<file path="src/sv/gdo_pkg.sv">
// Package for the Gregorian date offset unit: widths, status codes, sequencer states,
// calendar tables and small calendar helper functions.
// No dependencies.
package gdo_pkg;

    localparam int unsigned MAX_YEAR_DEF    = 9999;
    localparam int unsigned OFFSET_BITS_DEF = 16;
    localparam int unsigned DN_W            = 26;
    localparam int unsigned YEAR_W          = 16;

    localparam logic [1:0] ST_OK       = 2'd0;
    localparam logic [1:0] ST_BAD_DATE = 2'd1;
    localparam logic [1:0] ST_RANGE    = 2'd2;

    localparam logic [8:0] CUM_DAYS [13] = '{
        9'd0, 9'd31, 9'd59, 9'd90, 9'd120, 9'd151, 9'd181,
        9'd212, 9'd243, 9'd273, 9'd304, 9'd334, 9'd365
    };

    localparam logic [DN_W-1:0] DIV_YEARS [4] = '{
        DN_W'(400), DN_W'(100), DN_W'(4), DN_W'(1)
    };

    localparam logic [DN_W-1:0] DIV_DAYS [4] = '{
        DN_W'(146097), DN_W'(36524), DN_W'(1461), DN_W'(365)
    };

    typedef enum logic [3:0] {
        S_IDLE,
        S_PRE,
        S_DSUB,
        S_DADD,
        S_CHECK,
        S_DOY,
        S_OFF,
        S_LIM,
        S_WALK,
        S_BFIX,
        S_FIN
    } state_t;

    typedef struct packed {
        logic              valid;
        logic [1:0]        status;
        logic [4:0]        day;
        logic [3:0]        month;
        logic [YEAR_W-1:0] year;
        logic [DN_W-1:0]   dn;
    } result_t;

    function automatic logic is_leap(input logic [1:0] y_low, input logic [6:0] c100,
                                     input logic [8:0] c400);
        return (y_low == 2'd0) && ((c100 != 7'd0) || (c400 == 9'd0));
    endfunction

    function automatic logic [4:0] month_len(input logic [3:0] m, input logic leap);
        logic [4:0] len;
        len = 5'd31;
        if (m inside {4'd4, 4'd6, 4'd9, 4'd11})
        begin
            len = 5'd30;
        end
        else if (m == 4'd2)
        begin
            len = leap ? 5'd29 : 5'd28;
        end
        return len;
    endfunction

    function automatic logic [2:0] mod7(input logic [DN_W-1:0] v);
        logic [DN_W+2:0] ext;
        logic [6:0]      s1;
        logic [3:0]      s2;
        logic [3:0]      s3;
        logic [2:0]      s4;
        ext = {3'b000, v};
        s1  = '0;
        for (int i = 0; i < DN_W; i += 3)
        begin
            s1 = s1 + 7'(ext[i +: 3]);
        end
        s2 = 4'(s1[2:0]) + 4'(s1[5:3]) + 4'(s1[6]);
        s3 = 4'(s2[2:0]) + 4'(s2[3]);
        s4 = s3[2:0] + 3'(s3[3]);
        return (s4 == 3'd7) ? 3'd0 : s4;
    endfunction

endpackage

</file>
<file path="src/sv/gregorian_date_offset_unit.sv">
// Run time depends on the year (through the day-count loop) and on the offset, which is walked
// month by month: a boundary walked forward passes through S_WALK, one walked back S_WALK and S_BFIX.
// One transaction at a time: busy stays high from acceptance and falls as done is shown.
// Asynchronous active-low reset returns the sequencer to idle and clears done.
// Depends on gdo_pkg and gdo_core.
module gregorian_date_offset_unit #(
    parameter int unsigned MAX_YEAR    = gdo_pkg::MAX_YEAR_DEF,
    parameter int unsigned OFFSET_BITS = gdo_pkg::OFFSET_BITS_DEF
) (
    input  logic                   clk,
    input  logic                   rst_n,
    input  logic                   start,
    output logic                   busy,
    input  logic                   mode,
    input  logic [4:0]             in_day,
    input  logic [3:0]             in_month,
    input  logic [13:0]            in_year,
    input  logic [OFFSET_BITS-1:0] offset_days,
    output logic                   done,
    output logic [4:0]             out_day,
    output logic [3:0]             out_month,
    output logic [13:0]            out_year,
    output logic [21:0]            day_number,
    output logic [2:0]             weekday,
    output logic [1:0]             status
);
    import gdo_pkg::*;

    result_t res;

    logic        done_reg, done_next;
    logic [4:0]  day_reg, day_next;
    logic [3:0]  month_reg, month_next;
    logic [13:0] year_reg, year_next;
    logic [21:0] dn_reg, dn_next;
    logic [2:0]  wday_reg, wday_next;
    logic [1:0]  status_reg, status_next;

    gdo_core #(
        .MAX_YEAR    (MAX_YEAR),
        .OFFSET_BITS (OFFSET_BITS)
    ) u_core (
        .clk         (clk),
        .rst_n       (rst_n),
        .start       (start),
        .mode        (mode),
        .in_day      (in_day),
        .in_month    (in_month),
        .in_year     (in_year),
        .offset_days (offset_days),
        .busy        (busy),
        .result      (res)
    );

    always_ff @(posedge clk or negedge rst_n)
    begin
        if (!rst_n)
        begin
            done_reg <= 1'b0;
        end
        else
        begin
            done_reg <= done_next;
        end
    end

    always_ff @(posedge clk)
    begin
        day_reg    <= day_next;
        month_reg  <= month_next;
        year_reg   <= year_next;
        dn_reg     <= dn_next;
        wday_reg   <= wday_next;
        status_reg <= status_next;
    end

    always_comb
    begin
        done_next   = res.valid;
        day_next    = day_reg;
        month_next  = month_reg;
        year_next   = year_reg;
        dn_next     = dn_reg;
        wday_next   = wday_reg;
        status_next = status_reg;
        if (res.valid)
        begin
            status_next = res.status;
            if (res.status == ST_OK)
            begin
                day_next   = res.day;
                month_next = res.month;
                year_next  = res.year[13:0];
                dn_next    = res.dn[21:0];
                wday_next  = mod7(res.dn) + 3'd1;
            end
            else
            begin
                day_next   = 5'd1;
                month_next = 4'd1;
                year_next  = 14'd1;
                dn_next    = '0;
                wday_next  = 3'd1;
            end
        end
    end

    assign done       = done_reg;
    assign out_day    = day_reg;
    assign out_month  = month_reg;
    assign out_year   = year_reg;
    assign day_number = dn_reg;
    assign weekday    = wday_reg;
    assign status     = status_reg;

endmodule

</file>
<file path="src/sv/gdo_alu.sv">
// Shared add/subtract unit of the date offset sequencer, with borrow output.
// Depends on gdo_pkg for the datapath width.
module gdo_alu (
    input  logic [gdo_pkg::DN_W-1:0] a,
    input  logic [gdo_pkg::DN_W-1:0] b,
    input  logic                     sub,
    output logic [gdo_pkg::DN_W-1:0] res,
    output logic                     borrow
);
    import gdo_pkg::*;

    logic [DN_W:0] full;

    always_comb
    begin
        if (sub)
        begin
            full = {1'b0, a} - {1'b0, b};
        end
        else
        begin
            full = {1'b0, a} + {1'b0, b};
        end
    end

    assign res    = full[DN_W-1:0];
    assign borrow = sub & full[DN_W];

endmodule

</file>
<file path="src/sv/gdo_core.sv">
// Sequencer and datapath registers of the date offset unit: date check, day count, range check
// and month-by-month walk; the day count, range check and walk comparison share one gdo_alu.
// Depends on gdo_pkg and gdo_alu.
module gdo_core #(
    parameter int unsigned MAX_YEAR    = gdo_pkg::MAX_YEAR_DEF,
    parameter int unsigned OFFSET_BITS = gdo_pkg::OFFSET_BITS_DEF
) (
    input  logic                   clk,
    input  logic                   rst_n,
    input  logic                   start,
    input  logic                   mode,
    input  logic [4:0]             in_day,
    input  logic [3:0]             in_month,
    input  logic [13:0]            in_year,
    input  logic [OFFSET_BITS-1:0] offset_days,
    output logic                   busy,
    output gdo_pkg::result_t       result
);
    import gdo_pkg::*;

    localparam longint unsigned LIM_P = longint'(MAX_YEAR);
    localparam logic [DN_W-1:0] LIMIT_DAYS =
        DN_W'(LIM_P * 365 + LIM_P / 4 - LIM_P / 100 + LIM_P / 400);

    state_t state_reg, state_next;

    logic                   mode_reg, mode_next;
    logic [4:0]             d_reg, d_next;
    logic [3:0]             m_reg, m_next;
    logic [YEAR_W-1:0]      y_reg, y_next;
    logic [YEAR_W-1:0]      p_reg, p_next;
    logic [OFFSET_BITS-1:0] r_reg, r_next;
    logic [DN_W-1:0]        acc_reg, acc_next;
    logic [1:0]             k_reg, k_next;
    logic [8:0]             c400_reg, c400_next;
    logic [6:0]             c100_reg, c100_next;
    logic [1:0]             status_reg, status_next;

    logic [DN_W-1:0] alu_a;
    logic [DN_W-1:0] alu_b;
    logic            alu_sub;
    logic [DN_W-1:0] alu_res;
    logic            alu_borrow;

    logic            leap;
    logic [4:0]      mlen;
    logic            pre_bad;
    logic [5:0]      need;
    logic [8:0]      doy;
    logic [DN_W-1:0] r_ext;

    gdo_alu u_alu (
        .a      (alu_a),
        .b      (alu_b),
        .sub    (alu_sub),
        .res    (alu_res),
        .borrow (alu_borrow)
    );

    assign leap    = is_leap(y_reg[1:0], c100_reg, c400_reg);
    assign mlen    = month_len(m_reg, leap);
    assign pre_bad = !(m_reg inside {[4'd1:4'd12]}) || (d_reg == 5'd0) || (y_reg == '0);
    assign need    = 6'(mlen) - 6'(d_reg) + 6'd1;
    assign doy     = CUM_DAYS[m_reg - 4'd1] + 9'(d_reg) - 9'd1
                     + 9'(leap && (m_reg > 4'd2));
    assign r_ext   = DN_W'(r_reg);
    assign busy    = (state_reg != S_IDLE);

    always_ff @(posedge clk or negedge rst_n)
    begin
        if (!rst_n)
        begin
            state_reg <= S_IDLE;
        end
        else
        begin
            state_reg <= state_next;
        end
    end

    always_ff @(posedge clk)
    begin
        mode_reg   <= mode_next;
        d_reg      <= d_next;
        m_reg      <= m_next;
        y_reg      <= y_next;
        p_reg      <= p_next;
        r_reg      <= r_next;
        acc_reg    <= acc_next;
        k_reg      <= k_next;
        c400_reg   <= c400_next;
        c100_reg   <= c100_next;
        status_reg <= status_next;
    end

    always_comb
    begin
        state_next = state_reg;
        case (state_reg)
            S_IDLE:
            begin
                if (start)
                begin
                    state_next = S_PRE;
                end
            end
            S_PRE:
            begin
                state_next = pre_bad ? S_FIN : S_DSUB;
            end
            S_DSUB:
            begin
                if (!alu_borrow)
                begin
                    state_next = S_DADD;
                end
                else if (k_reg == 2'd3)
                begin
                    state_next = S_CHECK;
                end
            end
            S_DADD:
            begin
                state_next = S_DSUB;
            end
            S_CHECK:
            begin
                state_next = (d_reg > mlen) ? S_FIN : S_DOY;
            end
            S_DOY:
            begin
                state_next = S_OFF;
            end
            S_OFF:
            begin
                state_next = (mode_reg && alu_borrow) ? S_FIN : S_LIM;
            end
            S_LIM:
            begin
                state_next = alu_borrow ? S_WALK : S_FIN;
            end
            S_WALK:
            begin
                if (alu_borrow)
                begin
                    state_next = S_FIN;
                end
                else if (mode_reg)
                begin
                    state_next = S_BFIX;
                end
            end
            S_BFIX:
            begin
                state_next = S_WALK;
            end
            S_FIN:
            begin
                state_next = S_IDLE;
            end
            default:
            begin
                state_next = S_IDLE;
            end
        endcase
    end

    always_comb
    begin
        mode_next   = mode_reg;
        d_next      = d_reg;
        m_next      = m_reg;
        y_next      = y_reg;
        p_next      = p_reg;
        r_next      = r_reg;
        acc_next    = acc_reg;
        k_next      = k_reg;
        c400_next   = c400_reg;
        c100_next   = c100_reg;
        status_next = status_reg;
        alu_a       = acc_reg;
        alu_b       = '0;
        alu_sub     = 1'b0;

        case (state_reg)
            S_IDLE:
            begin
                if (start)
                begin
                    mode_next   = mode;
                    d_next      = in_day;
                    m_next      = in_month;
                    y_next      = YEAR_W'(in_year);
                    r_next      = offset_days;
                    acc_next    = '0;
                    k_next      = 2'd0;
                    status_next = ST_OK;
                end
            end
            S_PRE:
            begin
                p_next = y_reg - YEAR_W'(1);
                if (pre_bad)
                begin
                    status_next = ST_BAD_DATE;
                end
            end
            S_DSUB:
            begin
                alu_a   = DN_W'(p_reg);
                alu_b   = DIV_YEARS[k_reg];
                alu_sub = 1'b1;
                if (!alu_borrow)
                begin
                    p_next = alu_res[YEAR_W-1:0];
                end
                else
                begin
                    k_next = k_reg + 2'd1;
                    if (k_reg == 2'd0)
                    begin
                        c400_next = (p_reg[8:0] == 9'd399) ? 9'd0 : p_reg[8:0] + 9'd1;
                    end
                    if (k_reg == 2'd1)
                    begin
                        c100_next = (p_reg[6:0] == 7'd99) ? 7'd0 : p_reg[6:0] + 7'd1;
                    end
                end
            end
            S_DADD:
            begin
                alu_b    = DIV_DAYS[k_reg];
                acc_next = alu_res;
            end
            S_CHECK:
            begin
                if (d_reg > mlen)
                begin
                    status_next = ST_BAD_DATE;
                end
            end
            S_DOY:
            begin
                alu_b    = DN_W'(doy);
                acc_next = alu_res;
            end
            S_OFF:
            begin
                alu_b   = r_ext;
                alu_sub = mode_reg;
                if (mode_reg && alu_borrow)
                begin
                    status_next = ST_RANGE;
                end
                else
                begin
                    acc_next = alu_res;
                end
            end
            S_LIM:
            begin
                alu_b   = LIMIT_DAYS;
                alu_sub = 1'b1;
                if (!alu_borrow)
                begin
                    status_next = ST_RANGE;
                end
            end
            S_WALK:
            begin
                alu_a   = r_ext;
                alu_sub = 1'b1;
                if (!mode_reg)
                begin
                    alu_b = DN_W'(need);
                    if (alu_borrow)
                    begin
                        d_next = d_reg + r_ext[4:0];
                    end
                    else
                    begin
                        r_next = alu_res[OFFSET_BITS-1:0];
                        d_next = 5'd1;
                        if (m_reg == 4'd12)
                        begin
                            m_next    = 4'd1;
                            y_next    = y_reg + YEAR_W'(1);
                            c400_next = (c400_reg == 9'd399) ? 9'd0 : c400_reg + 9'd1;
                            c100_next = (c100_reg == 7'd99) ? 7'd0 : c100_reg + 7'd1;
                        end
                        else
                        begin
                            m_next = m_reg + 4'd1;
                        end
                    end
                end
                else
                begin
                    alu_b = DN_W'(d_reg);
                    if (alu_borrow)
                    begin
                        d_next = d_reg - r_ext[4:0];
                    end
                    else
                    begin
                        r_next = alu_res[OFFSET_BITS-1:0];
                        if (m_reg == 4'd1)
                        begin
                            m_next    = 4'd12;
                            y_next    = y_reg - YEAR_W'(1);
                            c400_next = (c400_reg == 9'd0) ? 9'd399 : c400_reg - 9'd1;
                            c100_next = (c100_reg == 7'd0) ? 7'd99 : c100_reg - 7'd1;
                        end
                        else
                        begin
                            m_next = m_reg - 4'd1;
                        end
                    end
                end
            end
            S_BFIX:
            begin
                d_next = mlen;
            end
            default:
            begin
            end
        endcase
    end

    always_comb
    begin
        result.valid  = (state_reg == S_FIN);
        result.status = status_reg;
        result.day    = d_reg;
        result.month  = m_reg;
        result.year   = y_reg;
        result.dn     = acc_reg;
    end

endmodule

</file>
<file path="config.mk">
export PLATFORM = sky130hd
export DESIGN_NAME = gregorian_date_offset_unit
export DESIGN_NICKNAME = d
export VERILOG_FILES = /design/src/sv/gdo_pkg.sv /design/src/sv/gregorian_date_offset_unit.sv /design/src/sv/gdo_alu.sv /design/src/sv/gdo_core.sv
export SDC_FILE = /design/constraint.sdc
export NUM_CORES = 1
export LEC_CHECK = 0
export BUFFER_PORTS_ARGS = -buffer_cell sky130_fd_sc_hd__buf_4
export CAP_MARGIN = 40
export CELL_PAD_IN_SITES_DETAIL_PLACEMENT = 2
export CELL_PAD_IN_SITES_GLOBAL_PLACEMENT = 2
export CORE_MARGIN = 4
export CORE_UTILIZATION = 39
export DETAILED_ROUTE_END_ITERATION = 10
export PLACE_DENSITY_LB_ADDON = 0.08
export SYNTH_ARGS = -nofsm -noshare
export SYNTH_HDL_FRONTEND = slang
export SYNTH_SLANG_ARGS = --single-unit
</file>
<file path="constraint.sdc">
create_clock -name clk -period 10.2 [get_ports clk]
set_input_delay 1.53 -clock clk [delete_from_list [all_inputs] [get_ports clk]]
set_output_delay 1.53 -clock clk [all_outputs]
set_load 0.02 [all_outputs]
</file>
==> results of run 1 <==
area by class of cell:
type                            count  share of cell area
Clock buffer                       18              0.0298
Clock inverter                     14             0.00929
Inverter                           91              0.0237
Multi-Input combinational cell   1066               0.509
Sequential cell                   159               0.330
Tap cell                          435              0.0378
Timing Repair Buffer              117              0.0606
per-layer routing:
layer | share of wire | vias to the layer above | global-route usage | routed length [µm]
met1 | 0.45 | 5590 | 0.341 | 21000
met3 | 0.038 | 60 | 0.0404 | 1740
met2 | 0.49 | 216 | 0.447 | 22600
li1 | - | 5153 | - | -
met4 | 0.022 | 0 | 0.0754 | 1010
met5 | 0 | - | 0 | 0
critical path, delay by kind of cell, from the launching register on:
kind	cells	cell delay [ns]
XOR/XNOR	1	0.13
buffers and inverters	6	1.32
flip-flops	1	0.58
AO/OA/AOI/OAI	10	2.32
adder cells (fa/ha/maj)	5	1.85
AND/OR/NAND/NOR	9	2.10
worst min path at each step:
| stage | end | slack (ns) | from |
|---|---|---|---|
| 2_1_floorplan | status[1] | 0.42 | u_core.status_reg[1] |
| 3_3_place_gp | day_number[21] | 0.61 | u_core.acc_reg[21] |
| 3_5_place_dp | day_number[14] | 0.65 | u_core.acc_reg[14] |
| 4_1_cts | day_number[21] | 0.68 | u_core.acc_reg[21] |
| 5_1_grt | day_number[11] | 0.71 | u_core.acc_reg[11] |
| 6_report | day_number[21] | 0.66 | u_core.acc_reg[21] |
metrics by stage:
step           std cells  cell area, µm²  setup WS [ns]   util
4_1_cts             1900           14400           1.59  0.452
3_5_place_dp        1868           13800           1.67  0.434
3_3_place_gp        1862           13800           1.49  0.433
6_report            1900           14400           1.53  0.452
2_1_floorplan       1399           12700           1.07      -
5_1_grt             1900           14400          0.895  0.452
cells in the final DEF (no fill, tap or decap), types with 11 or more instances in the layout:
master	Yosys	routed
a21oi_1	83	82
nand2_1	135	135
and3_1	24	24
a31oi_1	11	11
fa_1	26	26
a221o_1	11	11
xor2_1	54	54
buf_4	3	111
a22oi_1	16	16
nor3_1	52	52
clkbuf_16	0	17
inv_1	88	88
a21o_1	22	22
edfxtp_1	154	154
nor2b_1	11	11
o21ai_0	109	109
and2_1	42	42
ha_1	89	89
o31ai_1	11	11
nor2_1	116	114
o22ai_1	17	17
xnor2_1	41	41
nand3_1	29	29
o21a_1	12	12
kinds of logic (layout without fill, tap and decap cells):
| family | Yosys count | in the layout |
|---|---|---|
| compound gates | 374 | 374 |
| simple gates | 474 | 474 |
| fa+ha+maj | 115 | 115 |
| buf+inv | 174 | 240 |
| flops | 159 | 159 |
| xor+xnor | 95 | 95 |
| mux | 8 | 8 |
cells in the mapped netlist (4+ instances only):
cell and count:
a211o_1 5, a211oi_1 8, a21o_1 22, a21oi_1 83
a221o_1 11, a221oi_1 5, a22oi_1 16, a31oi_1 11
a32oi_1 7, and2_1 42, and3_1 24, buf_1 5
buf_2 7, clkbuf_1 67, dfrtp_1 5, edfxtp_1 154
fa_1 26, ha_1 89, inv_1 88, mux2i_1 6
nand2_1 135, nand2b_1 7, nand3_1 29, nand3b_1 4
nand4_1 8, nor2_1 116, nor2b_1 11, nor3_1 52
nor3b_1 9, nor4_1 6, o211ai_1 10, o21a_1 12
o21ai_0 109, o22ai_1 17, o31a_1 4, o31ai_1 11
or3_1 6, or4_1 8, xnor2_1 41, xor2_1 54
==> results.md, run 1 <==
- Status: finished, final reports clean
- Final worst-path cycle share: 0.850
- CP max stage delay: 0.58 ns
- Mux contribution to synthesized area: 0.00649
- Die ar.: 0.0356 mm²
- Layout cells sized above 1: 0.113
- Highest Clock Rate: 115 MHz
- DRT iter0 DRCs: 630
- First-pass GRT wire length: 71700 µm
- Hold_ws: 0.660 ns
- Clock skew: 0.0124 ns
- Critical path class: register to register
- CP arrival: 8.81 ns
- CP dominant cell by count: ha_1
- Worst Setup EP: u_core.y_reg[14]
- Largest net degree at the start of global routing: 76
- Mapped Area: 0.0127 mm²
- Cell count of the worst reg-to-reg path: 31
- DIE WIDTH: 189 µm
- Post-CTS Setup Inserts: 0
- Area growth syn-to-layout: 13.3%
- Main area contributors after synthesis: edfxtp_1 36%, ha_1 8.8%, o21ai_0 4.3%
- Total wire length: 46300 µm
- Pin slew with the least headroom to its limit: 0.846 ns
- Clk buf depth: 2
- Rows: 65
- Initial antenna violation count: 0
- Yosys top cell area share: 0.363
- Clk_lat worst skew: 0.46 ns
- Initial core utilization: 0.399
- Worst min-delay path category: register to register
- # setup viols final: 0
- Worst path required time: 10.34 ns
- Max_slew headroom: 0.436
- Port bufs: 94
- Hold Buf Count CTS: 0
- Vias in the first global route: 11900
- Clock-pin slew on the worst setup and hold paths: 0.07 ns
- I/O pin total: 95
- CP Max Fanout: 21
- Simple-Gate Fraction of Synth Area: 0.182
- Storage cell area: 0.00475 mm²
- Most area-hungry cell type in the Yosys netlist: edfxtp_1
- CTS Sinks: 159
- #FFs+latches synth: 159
- EDFF count, synth: 154
- Post-layout minimum cycle time: 8.67 ns
- Max_cap viols: 0
- Cell variety after synth: 82
- CP Launch Type: register
- ANT nets after route: 0
- Slowest CP cell: edfxtp_1
- Unrepaired setup endpoints after global routing: no
- Syn Inst Count: 1399
- Core area: 0.0319 mm²
- Resized cells post-CTS: 0
- Vias/cell: 5.80
- GPL Wtd Cong: 0.887
- Final net count: 1610
- Primary FF master, synth: edfxtp_1
- Adder-Cell Fraction of Synth Area: 0.128
- Xor-xnor portion of the synthesized cell area: 0.0654
- CTS Buf Count: 17
- Register area share after synthesis: 0.373
- DRC Markers: 0
- Number of diodes: 0
- Worst r2r dst: u_core.y_reg[14]
- Final Max Tran Viols: 0
- Mapped Avg Cell Area: 9.09 µm²
- Final hold vios: 0
- Post-synthesis compound-gate area fraction: 0.191
- CTS tree: yes
- DP HPWL: 34800 µm
- Reg2reg start: u_core.m_reg[0]
- CTS root buf: clkbuf_16
- Largest register FFs: 26
- Area of the multi-input gates: 0.00734 mm²
- Worst reg2reg setup slack: 1.53 ns
- WL/cell: 24.4 µm
- Largest family of logic cells by synthesized area: compound AO/OA/AOI/OAI gates
- DRT Pass-1 Iters: 5
- Hold Path Depth: 1
- Asr flop ratio synth: 0.0314
- Crit. Startpoint: u_core.m_reg[0]
- DR vias: 11000
- H-tree levels: 4
- Crit. End Element: register
- Yosys warns: 0
- Tot GR Track Use: 0.260
- Overflow after GRT: 0
- Syn Nets: 1557
- Die height: 189 µm
- Layout fillers: 3451
- TNS Setup: 0 ns
Power of run 1 is not shown: default switching activity piles up to over one toggle a cycle in this logic, so the estimate is an artifact.
==> run 2: changes to the inputs <==
Clock period 10.2 ns to 8.1 ns, I/O delays scaled along.
==> run 2 against run 1 <==
Utilization rose by 0.74 points. Non-clock buffer count is 18 higher. Wire length increased by 2.1%. Via count grew 1.6%. Clock-buffer cell count fell by 1. Sequential share of layout area down 0.53 points. Cell area grew 1.6%. Maximum frequency is 13% higher. Register-to-register slack worse by 1.1 ns. Setup slack worse by 1.1 ns. First-iteration DRC count is 8.3% higher. Largest cell class unchanged.
==> results.md, run 2 (same netlist as run 1, synthesis figures left out) <==
- Status: finished, final reports clean
- DRT Pass-1 Iters: 5 (unchanged)
- Tot GR Track Use: 0.264 (+0.00436)
- DRT iter0 DRCs: 682 (+8.3%)
- Max_cap viols: 0 (unchanged)
- ANT nets after route: 0 (unchanged)
- Clock skew: 0.0121 ns (-0.000313 ns)
- Pin slew with the least headroom to its limit: 0.959 ns (+0.112 ns)
- Hold Buf Count CTS: 0 (unchanged)
- Crit. End Element: register
- Fin area: 0.0146 mm² (+1.6%)
- Initial antenna violation count: 0 (unchanged)
- DP HPWL: 35500 µm (+2.0%)
- First-pass GRT wire length: 72900 µm (+1.7%)
- Largest register FFs: 26 (unchanged)
- Commonest cells after routing, fill and taps aside: 154 x edfxtp_1, 135 x nand2_1, 127 x buf_4
- Leading cell type in the layout, fill and taps excluded: edfxtp_1
- Area growth syn-to-layout: 15.1%
- Cell count of the worst reg-to-reg path: 28 (-9.7%)
- CP Max Fanout: 9 (-57%)
- Overflow after GRT: 0 (unchanged)
- Cell Count, Final, Fillers Out: 1916 (+0.84%)
- Worst reg2reg setup slack: 0.46 ns (-1.07 ns)
- Worst min-delay path category: input port to asynchronous set/reset pin
- Dpl cells: 1886 (+0.96%)
- Post-layout minimum cycle time: 7.64 ns (-1.03 ns)
- Highest Clock Rate: 131 MHz (+13%)
- Slowest CP cell: edfxtp_1
- Critical path class: register to register
- Final hold vios: 0 (unchanged)
- DRC Markers: 0 (unchanged)
- TNS Setup: 0 ns (unchanged)
- CP dominant cell by count: ha_1
- Initial core utilization: 0.399 (unchanged)
- Vias in the first global route: 12100 (+1.6%)
- Worst r2r dst: u_core.c400_reg[6]
- Number of diodes: 0 (unchanged)
- Max_slew headroom: 0.361 (-0.0749)
- Rows: 65 (unchanged)
- CP arrival: 7.79 ns (-1.02 ns)
- CTS Sinks: 159 (unchanged)
- CP Launch Type: register
- DR WL met3: 1860 µm (+6.7%)
- H-tree levels: 4 (unchanged)
- # setup viols final: 0 (unchanged)
- Layout cells sized above 1: 0.128 (+0.0143)
- Met2 wire length: 23100 µm (+2.2%)
- Final worst-path cycle share: 0.943 (+0.0935)
- Clk_lat worst skew: 0.45 ns (about the same)
- Largest net degree at the start of global routing: 83 (+9.2%)
- Crit. Startpoint: u_core.c100_reg[4]
- CP max stage delay: 0.49 ns (-0.09 ns)
- Max Used Layer: met4
- Clock-pin slew on the worst setup and hold paths: 0.07 ns (about the same)
- I/O pin total: 95 (unchanged)
- Die height: 189 µm (unchanged)
- Port bufs: 94 (unchanged)
- Total wire length: 47300 µm (+2.1%)
- Reg2reg start: u_core.c100_reg[4]
- DR vias: 11200 (+1.6%)
- Unrepaired setup endpoints after global routing: no
- DIE WIDTH: 189 µm (unchanged)
- Vias/cell: 5.84 (+0.75%)
- Final Max Tran Viols: 0 (unchanged)
- CTS Buf Count: 17 (unchanged)
- Final net count: 1628 (+1.1%)
- Area after DPL: 0.0141 mm² (+1.5%)
- Met1 WL: 21400 µm (+1.7%)
- GPL Wtd Cong: 0.908 (+2.3%)
- Core area: 0.0319 mm² (unchanged)
- CTS root buf: clkbuf_16
- Clk buf depth: 2 (unchanged)
- CTS tree: yes
- Worst path required time: 8.25 ns (-2.09 ns)
- Die ar.: 0.0356 mm² (unchanged)
- WL/cell: 24.7 µm (+1.3%)
[run 2: final cells by class]
type                       count  area [µm²]
fill                        3479       17200
tap                          435         544
clock buffer                  17         425
timing repair buffer         135        1080
multi-input combinational   1066        7360
clock inverter                13         140
sequential                   159        4750
inverter                      91         342
[run 2: how the worst max path moves through the flow]
stage,endpoint,slack (ns)
6_report,u_core.c400_reg[6],0.46
3_3_place_gp,u_core.d_reg[2],0.34
3_5_place_dp,u_core.c400_reg[4],0.16
5_1_grt,u_core.c400_reg[6],0.03
4_1_cts,u_core.c400_reg[0],0.10
2_1_floorplan,u_core.y_reg[0],0.19
[run 2: metrics by stage]
step | worst slack [ns] | hold WS (ns) | util
final | 0.459 | 0.575 | 0.459
after global routing | 0.0273 | 0.561 | 0.459
after CTS | 0.103 | 0.560 | 0.459
after detailed placement | 0.161 | 0.629 | 0.441
after global placement | 0.340 | 0.613 | 0.439
after floorplan | 0.189 | 0.424 | -
[run 2: worst max-delay path, delay by kind of cell, from the launching register on]
kind / cells / cell delay [ns]
compound gates: 11 / 2.57
buf+inv: 4 / 0.56
flops: 1 / 0.49
fa+ha+maj: 5 / 1.45
simple gates: 8 / 2.25
[run 2: what timing repair did]
action / CTS / global route
setup buffers: 0 / 0
gates resized for setup: 0 / 7
endpoints found under the setup margin: 0 / 112
[run 2: routing by layer]
metal | global-route usage | vias to the layer above
met4 | 0.0779 | 0
met3 | 0.0337 | 57
li1 | - | 5196
met2 | 0.457 | 246
met5 | 0 | -
met1 | 0.348 | 5696
Power of run 2 is left out for the same reason.
==> run 3: changes to the inputs <==
Settings changed: PLACE_DENSITY from default to 0.88, PLACE_DENSITY_LB_ADDON 0.08 to default.
==> run 3 against run 2 <==
Non-clock buffer count shrank 4. Flip-flop and latch count is the same. Utilization grew 0.11 points.
==> results.md, run 3 (same netlist as run 1, synthesis figures left out) <==
- DRT iter0 DRCs: 930 (+36%)
- Hold_ws: 0.568 ns (-0.00683 ns)
- ANT nets after route: 0 (unchanged)
- Final Util: 0.460 (+0.00106)
- Largest net degree at the start of global routing: 83 (unchanged)
- Crit. End Element: register
- WL/cell: 26.2 µm (+6.3%)
- Final hold vios: 0 (unchanged)
- Max_cap viols: 0 (unchanged)
- Number of diodes: 0 (unchanged)
- CTS Sinks: 159 (unchanged)
- Largest register FFs: 26 (unchanged)
- Fin area: 0.0147 mm² (+0.23%)
- Final Max Tran Viols: 0 (unchanged)
- CP arrival: 7.83 ns (+0.04 ns)
- Routing usage on met2: 0.477 (+0.0201)
- CP dominant cell by count: ha_1
- Initial antenna violation count: 0 (unchanged)
- Area growth syn-to-layout: 15.4%
- CP max stage delay: 0.49 ns (about the same)
- Area after DPL: 0.0140 mm² (-0.44%)
- CTS Buf Count: 17 (unchanged)
- DP HPWL: 36100 µm (+1.6%)
- Status: finished, final reports clean
- Layout cells sized above 1: 0.131 (+0.00355)
- Post-layout minimum cycle time: 7.69 ns (+0.0444 ns)
- CP Max Fanout: 16 (+7)
- Vias/cell: 6.09 (+4.2%)
- GRT busiest layer: met2
- Cell Count, Final, Fillers Out: 1914 (-0.10%)
- Total wire length: 50200 µm (+6.1%)
- Worst min-delay path category: input port to asynchronous set/reset pin
- Dpl cells: 1882 (-0.21%)
- Clk buf depth: 2 (unchanged)
- Clock-pin slew on the worst setup and hold paths: 0.09 ns (+0.02 ns)
- DRC Markers: 0 (unchanged)
- Slowest CP cell: edfxtp_1
- Grt met3 use: 0.0485 (+0.0148)
- Leading cell type in the layout, fill and taps excluded: edfxtp_1
- Tot GR Track Use: 0.278 (+0.0134)
- CTS tree: yes
- GPL Wtd Cong: 0.932 (+2.6%)
- Max_slew headroom: 0.402 (+0.0413)
- First-pass GRT wire length: 77100 µm (+5.8%)
- Clk_lat worst skew: 0.45 ns (about the same)
- Final worst-path cycle share: 0.949 (+0.00548)
- Worst path required time: 8.25 ns (about the same)
- # setup viols final: 0 (unchanged)
- Met1 Use GR: 0.353 (+0.00416)
- Final net count: 1624 (-0.25%)
- Post-CTS Setup Inserts: 0 (unchanged)
- Pin slew with the least headroom to its limit: 0.897 ns (-0.0620 ns)
- Die ar.: 0.0356 mm² (unchanged)
- DIE WIDTH: 189 µm (unchanged)
- DRT Pass-1 Iters: 5 (unchanged)
- Initial core utilization: 0.399 (unchanged)
- CP Launch Type: register
- Core area: 0.0319 mm² (unchanged)
- Port bufs: 94 (unchanged)
- Critical path class: register to register
- H-tree levels: 4 (unchanged)
- CTS root buf: clkbuf_16
- Commonest cells after routing, fill and taps aside: 154 x edfxtp_1, 135 x nand2_1, 125 x buf_4
- Die height: 189 µm (unchanged)
- I/O pin total: 95 (unchanged)
- Rows: 65 (unchanged)
- Highest Clock Rate: 130 MHz (-0.58%)
- DR vias: 11600 (+4.0%)
- Vias in the first global route: 12700 (+4.7%)
- Overflow after GRT: 0 (unchanged)
- Clock skew: 0.0204 ns (+0.00833 ns)
==> run 3: changes by cell type in the layout (fill, tap and decap cells not counted), moves of 2 or more <==
cell	change
clkinv_4	-4
inv_6	+4
buf_12	-2
buf_4	-2
buf_8	+2
clkinv_1	-2
inv_8	+2
==> run 3: cell type report <==
class / count / area [µm²]
clock buffers: 18 / 429
clock inverters: 14 / 194
fillers: 3427 / 17200
inverters: 91 / 342
multi-input cells: 1066 / 7400
flip-flops and latches: 159 / 4750
well taps: 435 / 544
repair buffers: 131 / 1020
==> run 3: routing by layer <==
layer / up-vias / wire length (µm) / part of all wire
met3: 115 / 2770 / 0.055
met5: - / 0 / 0
met1: 5934 / 21300 / 0.42
li1: 5202 / - / -
met2: 397 / 24400 / 0.49
met4: 0 / 1780 / 0.035
==> run 3: worst paths after layout <==
path,from,end,slack (ns),cells after the start
min,rst_n,u_core.state_reg[3],0.57,1
min reg2reg,u_core.m_reg[0],out_month[0],0.68,2
max,u_core.c100_reg[4],u_core.y_reg[14],0.41,28
min in group clk,u_core.m_reg[0],out_month[0],0.68,2
max reg2reg,u_core.c100_reg[4],u_core.y_reg[14],0.41,28
max in group asynchronous,rst_n,done,7.38,1
==> run 3: worst max-delay path: cells and delay by family (launching register included) <==
| kind | cells | cell delay [ns] |
|---|---|---|
| AOI/OAI and AO/OA | 9 | 2.17 |
| buffers and inverters | 3 | 0.33 |
| adders and majority gates | 5 | 1.61 |
| DFF | 1 | 0.49 |
| xor gates and xnor gates | 1 | 0.13 |
| and+or+nand+nor | 10 | 2.61 |
==> run 3: what timing repair did <==
action,in CTS,in global routing
gates resized for setup,2,12
hold buffers,0,0
endpoints found under the setup margin,18,115
pin swaps,0,1
==> run 3: through the flow <==
stage | TNS, ns | worst slack [ns]
2_1_floorplan | 0 | 0.189
3_3_place_gp | 0 | 0.508
3_5_place_dp | 0 | 0.0622
4_1_cts | 0 | 0.0705
5_1_grt | -0.0354 | -0.0170
6_report | 0 | 0.415
Power of run 3 is left out for the same reason.
